**config.mk**
```make
export PLATFORM = sky130hd
export DESIGN_NAME = flash_crc16_background_check_unit
export DESIGN_NICKNAME = d
export VERILOG_FILES = /design/src/rtl/fcbc_pkg.sv /design/src/rtl/fcbc_core.sv /design/src/rtl/fcbc_out_reg.sv /design/src/rtl/flash_crc16_background_check_unit.sv
export SDC_FILE = /design/constraint.sdc
export NUM_CORES = 1
export LEC_CHECK = 0
export ABC_CLOCK_PERIOD_IN_PS = 3200
export BUFFER_PORTS_ARGS = -buffer_cell sky130_fd_sc_hd__buf_2
export CAP_MARGIN = 20
export CORE_MARGIN = 2
export CORE_UTILIZATION = 50
export DETAILED_ROUTE_END_ITERATION = 8
export GPL_ROUTABILITY_DRIVEN = 0
export PLACE_DENSITY_LB_ADDON = 0.1
export SETUP_SLACK_MARGIN = 0.15
export SLEW_MARGIN = 40
export SYNTH_ARGS = -nofsm -noshare
export SYNTH_HDL_FRONTEND = slang
export SYNTH_HIERARCHICAL = 1
export SYNTH_SLANG_ARGS = --single-unit
```
**constraint.sdc**
```tcl
create_clock -name clk -period 3.2 [get_ports clk]
set_input_delay 0 -clock clk [delete_from_list [all_inputs] [get_ports clk]]
set_output_delay 0 -clock clk [all_outputs]
set_load 0.02 [all_outputs]
```
**src/rtl/fcbc_pkg.sv**
```systemverilog
// Package for the flash CRC-16 background check unit.
// Holds the status codes, configuration register indexes, result type and CRC byte update.
// No dependencies.
package fcbc_pkg;

  localparam int CRC_W = 16;
  localparam int BYTE_W = 8;
  localparam int CFG_IDX_W = 1;
  localparam logic [CRC_W-1:0] CRC_POLY = 16'h90D9;
  localparam logic [CRC_W-1:0] CHECK_LENGTH_RESET = 16'hFFFE;
  localparam logic [CRC_W-1:0] EXPECTED_CRC_RESET = 16'h0000;

  // Configuration register indexes.
  typedef enum logic [CFG_IDX_W-1:0] {
    REG_CHECK_LENGTH = 1'b0,
    REG_EXPECTED_CRC = 1'b1
  } cfg_reg_t;

  // Status reported with every result.
  typedef enum logic [1:0] {
    STATUS_ABSORBED = 2'd0,
    STATUS_PASS_GOOD = 2'd1,
    STATUS_MISMATCH = 2'd2,
    STATUS_HALTED_IDLE = 2'd3
  } status_t;

  // One result transaction.
  typedef struct packed {
    logic [CRC_W-1:0] fetch_address;
    logic [CRC_W-1:0] crc_value;
    status_t status;
    logic shutdown;
  } result_t;

  // MSB-first CRC-16 update by one byte, no reflection.
  function automatic logic [CRC_W-1:0] crc_byte(input logic [CRC_W-1:0] crc_in,
                                                input logic [BYTE_W-1:0] data);
    logic [CRC_W-1:0] crc;
    crc = crc_in ^ {data, 8'h00};
    for (int i = 0; i < BYTE_W; i++) begin
      if (crc[CRC_W-1]) begin
        crc = {crc[CRC_W-2:0], 1'b0} ^ CRC_POLY;
      end else begin
        crc = {crc[CRC_W-2:0], 1'b0};
      end
    end
    return crc;
  endfunction

endpackage

```
**src/rtl/fcbc_core.sv**
```systemverilog
// State and next-state logic of the flash CRC-16 background check.
// Holds the configuration registers, address/CRC with complement copies and the halt flag.
// Depends on fcbc_pkg.
module fcbc_core #(
  parameter int ADDR_BITS = 16
) (
  input  logic clk,
  input  logic rst,
  input  logic cfg_write_en,
  input  logic [fcbc_pkg::CFG_IDX_W-1:0] cfg_index,
  input  logic [fcbc_pkg::CRC_W-1:0] cfg_data,
  input  logic fire,
  input  logic [fcbc_pkg::BYTE_W-1:0] flash_byte,
  output fcbc_pkg::result_t result
);

  localparam int CMP_W = (ADDR_BITS > fcbc_pkg::CRC_W) ? ADDR_BITS : fcbc_pkg::CRC_W;

  logic [fcbc_pkg::CRC_W-1:0] check_length;
  logic [fcbc_pkg::CRC_W-1:0] expected_crc;

  logic [ADDR_BITS-1:0] address, address_next;
  logic [ADDR_BITS-1:0] address_complement, address_complement_next;
  logic [fcbc_pkg::CRC_W-1:0] crc_reg, crc_reg_next;
  logic [fcbc_pkg::CRC_W-1:0] crc_complement, crc_complement_next;
  logic [fcbc_pkg::BYTE_W-1:0] last_byte, last_byte_next;
  logic halted, halted_next;
  logic fault_seen, fault_seen_next;

  logic addr_ok;
  logic crc_ok;
  logic in_range;
  logic [CMP_W-1:0] address_wide;
  fcbc_pkg::status_t status;

  // Configuration writes.
  always_ff @(posedge clk) begin
    if (rst) begin
      check_length <= fcbc_pkg::CHECK_LENGTH_RESET;
      expected_crc <= fcbc_pkg::EXPECTED_CRC_RESET;
    end else if (cfg_write_en) begin
      unique case (cfg_index)
        fcbc_pkg::REG_CHECK_LENGTH: check_length <= cfg_data;
        fcbc_pkg::REG_EXPECTED_CRC: expected_crc <= cfg_data;
        default: ;
      endcase
    end
  end

  // Complement checks and the end-of-pass compare.
  assign addr_ok = (address ^ address_complement) == {ADDR_BITS{1'b1}};
  assign crc_ok = (crc_reg ^ crc_complement) == {fcbc_pkg::CRC_W{1'b1}};
  assign in_range = CMP_W'(address) < CMP_W'(check_length);

  // One step of the self-test.
  always_comb begin
    address_next = address;
    address_complement_next = address_complement;
    crc_reg_next = crc_reg;
    crc_complement_next = crc_complement;
    last_byte_next = last_byte;
    halted_next = halted;
    fault_seen_next = fault_seen;
    status = fcbc_pkg::STATUS_ABSORBED;
    priority if (halted) begin
      status = fcbc_pkg::STATUS_HALTED_IDLE;
    end else if (in_range) begin
      if (addr_ok) begin
        last_byte_next = flash_byte;
        address_next = address + 1'b1;
        address_complement_next = address_complement - 1'b1;
      end else begin
        fault_seen_next = 1'b1;
      end
      // A bad address copy still runs the CRC step on the previous byte.
      if (crc_ok) begin
        crc_reg_next = fcbc_pkg::crc_byte(crc_reg, last_byte_next);
        crc_complement_next = ~crc_reg_next;
      end else begin
        fault_seen_next = 1'b1;
      end
    end else if (crc_reg != expected_crc) begin
      halted_next = 1'b1;
      status = fcbc_pkg::STATUS_MISMATCH;
    end else begin
      status = fcbc_pkg::STATUS_PASS_GOOD;
      if (crc_ok) begin
        crc_reg_next = '0;
        crc_complement_next = '1;
      end else begin
        fault_seen_next = 1'b1;
      end
      if (addr_ok) begin
        address_next = '0;
        address_complement_next = '1;
      end else begin
        fault_seen_next = 1'b1;
      end
    end
  end

  // Result of this step, taken by the output register.
  assign address_wide = CMP_W'(address_next);
  assign result.fetch_address = address_wide[fcbc_pkg::CRC_W-1:0];
  assign result.crc_value = crc_reg_next;
  assign result.status = status;
  assign result.shutdown = fault_seen_next;

  // State update on every accepted transaction.
  always_ff @(posedge clk) begin
    if (rst) begin
      address <= '0;
      address_complement <= '1;
      crc_reg <= '0;
      crc_complement <= '1;
      last_byte <= '0;
      halted <= 1'b0;
      fault_seen <= 1'b0;
    end else if (fire) begin
      address <= address_next;
      address_complement <= address_complement_next;
      crc_reg <= crc_reg_next;
      crc_complement <= crc_complement_next;
      last_byte <= last_byte_next;
      halted <= halted_next;
      fault_seen <= fault_seen_next;
    end
  end

endmodule

```
**src/rtl/fcbc_out_reg.sv**
```systemverilog
// Result register of the flash CRC-16 background check.
// Holds one result transaction and drives the input stall from the output side.
// Depends on fcbc_pkg.
module fcbc_out_reg (
  input  logic clk,
  input  logic rst,
  input  logic in_valid,
  input  logic out_stall,
  input  fcbc_pkg::result_t result_in,
  output logic in_stall,
  output logic fire,
  output logic out_valid,
  output fcbc_pkg::result_t result_q
);

  // A new transaction enters when the register is empty or is being emptied.
  assign in_stall = out_valid && out_stall;
  assign fire = in_valid && !in_stall;

  always_ff @(posedge clk) begin
    if (rst) begin
      out_valid <= 1'b0;
    end else if (fire) begin
      out_valid <= 1'b1;
    end else if (!out_stall) begin
      out_valid <= 1'b0;
    end
  end

  // Payload needs no reset.
  always_ff @(posedge clk) begin
    if (fire) begin
      result_q <= result_in;
    end
  end

endmodule

```
**src/rtl/flash_crc16_background_check_unit.sv**
```systemverilog
// Flash CRC-16 background check unit: top level.
// The result is registered and offered in the cycle after its input is accepted.
// Throughput: one flash byte per cycle unless the result side stalls; the CRC byte
// update sits between the state and result registers. Synchronous active-high reset
// clears state and empties the result register, sets check_length to 65534, expected_crc to 0.
// Depends on fcbc_pkg, fcbc_core and fcbc_out_reg.
module flash_crc16_background_check_unit #(
  parameter int ADDR_BITS = 16
) (
  input  logic clk,
  input  logic rst,
  input  logic cfg_write_en,
  input  logic [fcbc_pkg::CFG_IDX_W-1:0] cfg_index,
  input  logic [fcbc_pkg::CRC_W-1:0] cfg_data,
  input  logic in_valid,
  output logic in_stall,
  input  logic [fcbc_pkg::BYTE_W-1:0] flash_byte,
  output logic out_valid,
  input  logic out_stall,
  output logic [fcbc_pkg::CRC_W-1:0] fetch_address,
  output logic [fcbc_pkg::CRC_W-1:0] crc_value,
  output logic [1:0] status,
  output logic shutdown
);

  logic fire;
  fcbc_pkg::result_t step_result;
  fcbc_pkg::result_t result_q;

  // Self-test state and step logic.
  fcbc_core #(
    .ADDR_BITS(ADDR_BITS)
  ) u_core (
    .clk(clk),
    .rst(rst),
    .cfg_write_en(cfg_write_en),
    .cfg_index(cfg_index),
    .cfg_data(cfg_data),
    .fire(fire),
    .flash_byte(flash_byte),
    .result(step_result)
  );

  // Result register.
  fcbc_out_reg u_out_reg (
    .clk(clk),
    .rst(rst),
    .in_valid(in_valid),
    .out_stall(out_stall),
    .result_in(step_result),
    .in_stall(in_stall),
    .fire(fire),
    .out_valid(out_valid),
    .result_q(result_q)
  );

  assign fetch_address = result_q.fetch_address;
  assign crc_value = result_q.crc_value;
  assign status = result_q.status;
  assign shutdown = result_q.shutdown;

endmodule

```
==> results of run 1 <==
## where the power goes
part / internal, mW / switching (mW) / leakage (nW)
Sequential: 2.22 / 0.173 / 1.22
Combinational: 3.26 / 3.08 / 2.46
Clock: 1.39 / 0.780 / 0.311
Total: 6.86 / 4.03 / 3.99
## critical path: stages, from the launching register on
cell and delay [ns]:
dfxtp_1 0.38, xor2_1 0.16, nand4_1 0.15, nor4_4 0.26, buf_4 0.17, buf_12 0.13
mux2i_2 0.21, xnor2_1 0.19, xnor3_1 0.46, xor3_2 0.45, xnor2_1 0.16, a22o_1 0.21
## cell type report
class	instances	area [um^2]
fill	1116	4750
multi-input combinational	534	3860
sequential	142	3210
timing repair buffer	159	1130
clock buffer	18	429
tap	180	225
clock inverter	14	215
inverter	28	105
## cell usage in the layout, fill, tap and decap left out, drive strengths merged, types with 4 or more instances in the layout
cell / n
and2: 8
nand2b: 14
o2bb2ai: 4
a211o: 15
o21ai: 37
clkinv: 5
nor2b: 7
nor2: 51
and3: 10
xnor2: 23
inv: 30
dfxtp: 107
nand4: 13
edfxtp: 35
clkbuf: 19
a22o: 17
or3: 8
bufinv: 5
a2bb2oi: 4
ha: 18
nand3: 13
mux2i: 16
a21oi: 52
nor4: 9
nor3: 9
o31ai: 9
xnor3: 4
dlygate4sd3: 26
a21o: 7
nand2: 79
xor2: 68
buf: 132
## how the worst min path moves through the flow
stage,endpoint,depth (start not counted)
finish,u_core/check_length[0],4
global route,u_core/check_length[0],4
CTS,u_core/check_length[0],4
detailed placement,u_out_reg/out_valid,3
global placement,u_out_reg/out_valid,3
floorplan,u_out_reg/out_valid,1
## metal layers
layer,GRT usage,vias up
li1,-,2905
met1,0.306,2914
met4,0.126,0
met3,0.0513,53
met5,0,-
met2,0.469,199
## stage by stage
step	hold slack (ns)	setup slack (ns)
final	0.0521	0.00682
after global routing	0.0867	-0.0969
after CTS	0.0166	0.0301
after detailed placement	0.234	0.00591
after global placement	0.224	0.0567
after floorplan	0.0724	-0.00184
## cells by family (layout without fill, tap and decap cells)
| family | Yosys count | in the layout | synth area share |
|---|---|---|---|
| AO/OA/AOI/OAI | 174 | 174 | 0.160 |
| adder cells (fa/ha/maj) | 18 | 18 | 0.0314 |
| multiplexers | 16 | 16 | 0.0228 |
| XOR/XNOR | 96 | 96 | 0.138 |
| AND/OR/NAND/NOR | 230 | 230 | 0.156 |
| buffers and inverters | 85 | 219 | 0.0477 |
| flip-flops | 142 | 142 | 0.445 |
## what timing repair did
| action | CTS | global route |
|---|---|---|
| cloned | 0 | 1 |
| pin swaps | 1 | 19 |
| endpoints found under the setup margin | 19 | 42 |
| gates resized for setup | 3 | 44 |
| endpoints found under the hold margin | 41 | 0 |
| buffers inserted | 2 | 3 |
| hold buffers | 26 | 0 |
==> out/metrics.yaml, run 1 <==
area_delta_synth_final_pct: 27.8
utilization: 0.659
power_per_cell_area_mw_per_mm2: 1190
slew_viol_final: 0
met2_length_um: 10300
finalPower_mw: 10.9
setup.worst_path.start: "u_core/address_complement[10]"
worstSkewPairLatency_ns: 0.42
drc: 0
final_cells: 1075
initial_core_util: 0.515
ff2ff_path_depth: 11
die_h_um: 124
critical_path_required_ns: 3.37
arrival_ns: 3.36
cts-htree-levels: 4
hold_viol_final: 0
placedCellCount: 1011
async_flop_share: 0
slew_headroom: 0.558
syn_inst: 761
drive_gt1_frac: 0.242
fin_skew_ns: 0.00958
worstMarginPinSlew_ns: 0.663
antenna_found_initial: 0
path_clk_slew_ns: 0.06
yosys.area.top_type: "dfxtp_1"
regToRegStartpoint: "u_core/address_complement[10]"
diodes: 0
grt_pass1_wl_um: 30400
drt_first_pass_iters: 5
cts_sinks: 142
io_pins: 67
path_max_fanout: 5
synth_seq_cells: 142
wirelength_um: 19600
setup_viol: 0
port_buffers: 66
dp_hpwl_um: 13900
core_area_mm2: 0.0139
rsz0062_at_grt: "yes"
grt_usage: 0.264
synthesis.area_mm2: 0.00718
final_area_mm2: 0.00918
cp-start-kind: "flop"
status: "complete, no violations"
grt_max_degree: 46
power.leakage_nw: 3.99
drv_cap: 0
maxUsedRoutingLayer: "met4"
final_nets: 930
drtIter0Drc: 512
placement.cell_area_mm2: 0.00801
end_kind: "flop"
ff2ff_setup_slack_ns: 0.007
numCtsBuffers: 17
finalSetupTns_ns: 0
timing.rr.end: "u_out_reg/result_q[9]"
synth_edf_count: 35
max_freq_mhz: 313
ys_top_cells_by_area: "dfxtp_1, edfxtp_1, xor2_1"
routedWlPerCell_um: 18.2
yosysWarnings: 6
yosysUniqueCellTypes: 58
yosysMostFrequentCell: "dfxtp_1"
grt_pass1_vias: 5971
synth_area_per_cell_um2: 9.44
synth_top_area_share: 0.298
ant_nets: 0
critPathKind: "reg -> reg"
ctsLongestPathBuffers: 2
via_per_inst: 5.65
seq_area_frac_synth: 0.445
irDropWorstVdd_mv: 1.23
num_rows: 43
syn-num-nets: 809
ys_top_cells_by_count: "dfxtp_1, nand2_1, xor2_1"
finalCriticalPeriod_ns: 3.19
hp-class: "in -> reg"
crit_end: "u_out_reg/result_q[9]"
wl_met1_um: 7820
cts_root_buf: "clkbuf_16"
die_x_um: 124
cts_tree: "built"
met3_wirelength_um: 854
gr-total-overflow: 0
synth_flop_cell: "dfxtp_1"
vias: 6071
min_from: "cfg_index"
largest-register: "u_out_reg/result_q"
finalCritPeriodShare: 0.998
largest_register_ffs: 35
die_area_mm2: 0.0153
Note: power is estimated with default switching activity, not from simulation.
==> run 2: changes to the inputs <==
- ABC_CLOCK_PERIOD_IN_PS: 3200 -> 4000
- SETUP_SLACK_MARGIN: 0.15 -> not set
- SKIP_CTS_REPAIR_TIMING: not set -> 1
- clock period: 3.2 -> 4 ns (I/O delays scaled with it)
==> run 2 against run 1 <==
  * Flip-flop and latch count unchanged
  * Clock power down 30%
  * Combinational power down 45%
  * Final cell count down 4.2%
  * Routed wire length down 6.1%
  * First-iteration DRC count up 8.8%
  * Cell area down 7.4%
  * Non-clock buffer count down 45
  * Sequential power down 20%
  * Critical endpoint is now u_out_reg/result_q[16]
==> out/metrics.yaml, run 2 (synthesis gave the netlist of run 1 again) <==
ff2ff_path_depth: 12  # +1
max_stage_delay_ns: 0.54  # +0.08 ns
port_buffers: 66  # unchanged
initial_core_util: 0.515  # unchanged
drive_gt1_frac: 0.159  # -0.0836
rsz0062_at_grt: "no"
die_x_um: 124  # unchanged
gr-total-overflow: 0  # unchanged
power_per_cell_area_mw_per_mm2: 815  # -31%
timing.rr.end: "u_out_reg/result_q[16]"
slew_headroom: 0.492  # -0.0666
finalSetupTns_ns: 0  # unchanged
path_clk_slew_ns: 0.06  # about the same
met2_usage: 0.349  # -0.120
arrival_ns: 3.96  # +0.60 ns
setup_viol: 0  # unchanged
finalCriticalPeriod_ns: 3.78  # +0.588 ns
largest_register_ffs: 35  # unchanged
vias: 5809  # -4.3%
regToRegStartpoint: "u_core/address[12]"
io_pins: 67  # unchanged
via_per_inst: 5.64  # -0.14%
antenna_found_initial: 0  # unchanged
gr-usage-met3: 0.0618  # +0.0105
drt_first_pass_iters: 5  # unchanged
status: "complete, no violations"
setup_ws_ns: 0.219  # +0.212 ns
holdPathEnd: "u_core/check_length[0]"
final_nets: 885  # -4.8%
end_kind: "flop"
critPathKind: "reg -> reg"
largest-register: "u_out_reg/result_q"
cts_sinks: 142  # unchanged
grt_usage: 0.249  # -0.0156
die_h_um: 124  # unchanged
dp_slack_ns: 0.165  # +0.159 ns
busiest_layer: "met1"
cp_slowest_cell: "xnor3_1"
ant_nets: 0  # unchanged
wirelength_um: 18400  # -6.1%
cts-htree-levels: 4  # unchanged
min_from: "cfg_index"
max_freq_mhz: 264  # -16%
min_path_cells: 4  # unchanged
cts_root_buf: "clkbuf_16"
fillers: 1168  # +4.7%
path_max_fanout: 7  # +2
dp_hpwl_um: 12900  # -7.2%
worstMarginPinSlew_ns: 0.762  # +0.0999 ns
final_common_cell: "dfxtp_1"
ctsLongestPathBuffers: 2  # unchanged
hold_viol_final: 0  # unchanged
grt_pass1_vias: 5324  # -11%
mostFrequentLayoutCells: "dfxtp_1, nand2_1, buf_2, xor2_1, a21oi_1"
setup.worst_path.start: "u_core/address[12]"
utilization: 0.610  # -0.0488
irDropWorstVdd_mv: 0.507  # -59%
die_area_mm2: 0.0153  # unchanged
drv_cap: 0  # unchanged
area_delta_synth_final_pct: 18.4
worstSkewPairLatency_ns: 0.44  # +0.02 ns
crit_chain: "xor2_1 -> nand4_1 -> nor4_4 -> buf_4 -> buf_4 -> mux2i_1 -> xnor2_2 -> xnor3_1 -> xor2_2 -> xnor2_2 -> xnor2_1 -> a22o_1"
numCtsBuffers: 17  # unchanged
drc: 0  # unchanged
critical_path_required_ns: 4.18  # +0.81 ns
grt_pass1_wl_um: 28400  # -6.6%
routedWlPerCell_um: 17.9  # -1.9%
core_area_mm2: 0.0139  # unchanged
finalCritPeriodShare: 0.945  # -0.0527
hp-class: "in -> reg"
ff2ff_setup_slack_ns: 0.22  # +0.21 ns
fin_skew_ns: 0.00952  # -0.0000656 ns
power.leakage_nw: 3.68  # -7.9%
drtIter0Drc: 557  # +8.8%
num_rows: 43  # unchanged
slew_viol_final: 0  # unchanged
grt_max_degree: 72  # +57%
cp-start-kind: "flop"
diodes: 0  # unchanged
cts_tree: "built"
use_met1: 0.376  # +0.0701
## run 2: cell types whose count changed in the layout (fill, tap and decap cells not counted), sizes merged
cell         delta
clkinv          -1
clkbuf          -2
clkinvlp        +2
buf            -45
dlygate4sd3     +1
bufinv          -4
inv             +4
## run 2: per-layer routing
metal  up-vias  part of all wire
li1       2803                 -
met2       205              0.43
met5         -                 0
met1      2778              0.49
met3        23             0.068
met4         0             0.014
## run 2: final cells by class
class	instances	area, um^2	share of cell area
Multi-Input combinational cell	534	3660	0.430
Sequential cell	142	3190	0.376
Timing Repair Buffer	114	758	0.0892
Clock buffer	17	425	0.0500
Tap cell	180	225	0.0265
Clock inverter	15	135	0.0159
Inverter	28	105	0.0124
## run 2: worst max path at each step
stage,to,cells after the start
after floorplan,u_out_reg/result_q[16],12
after global placement,u_out_reg/result_q[16],11
after detailed placement,u_out_reg/result_q[16],11
after CTS,u_out_reg/result_q[16],11
after global routing,u_out_reg/result_q[16],12
final,u_out_reg/result_q[16],12
## run 2: critical path, delay by kind of cell, from the launching register on
family	cells	cell delay, ns
xor gates and xnor gates	6	1.63
AOI/OAI and AO/OA	1	0.22
DFF	1	0.51
muxes	1	0.35
buffers and inverters	2	0.36
and+or+nand+nor	2	0.45
## run 2: stage by stage
step,instances,cell area [um^2],power [mW],hold WS [ns]
4_1_cts,1002,8230,6.88,-0.222
2_1_floorplan,761,7180,4.52,0.0724
5_1_grt,1030,8500,7.30,0.0583
6_report,1030,8500,6.93,0.0302
3_3_place_gp,970,7660,5.25,0.222
3_5_place_dp,970,7660,5.31,0.230
## run 2: power by group
part / leakage [nW] / switching [mW] / internal, mW
logic: 2.19 / 2.00 / 1.49
clock network: 0.265 / 0.656 / 0.861
registers: 1.22 / 0.146 / 1.77
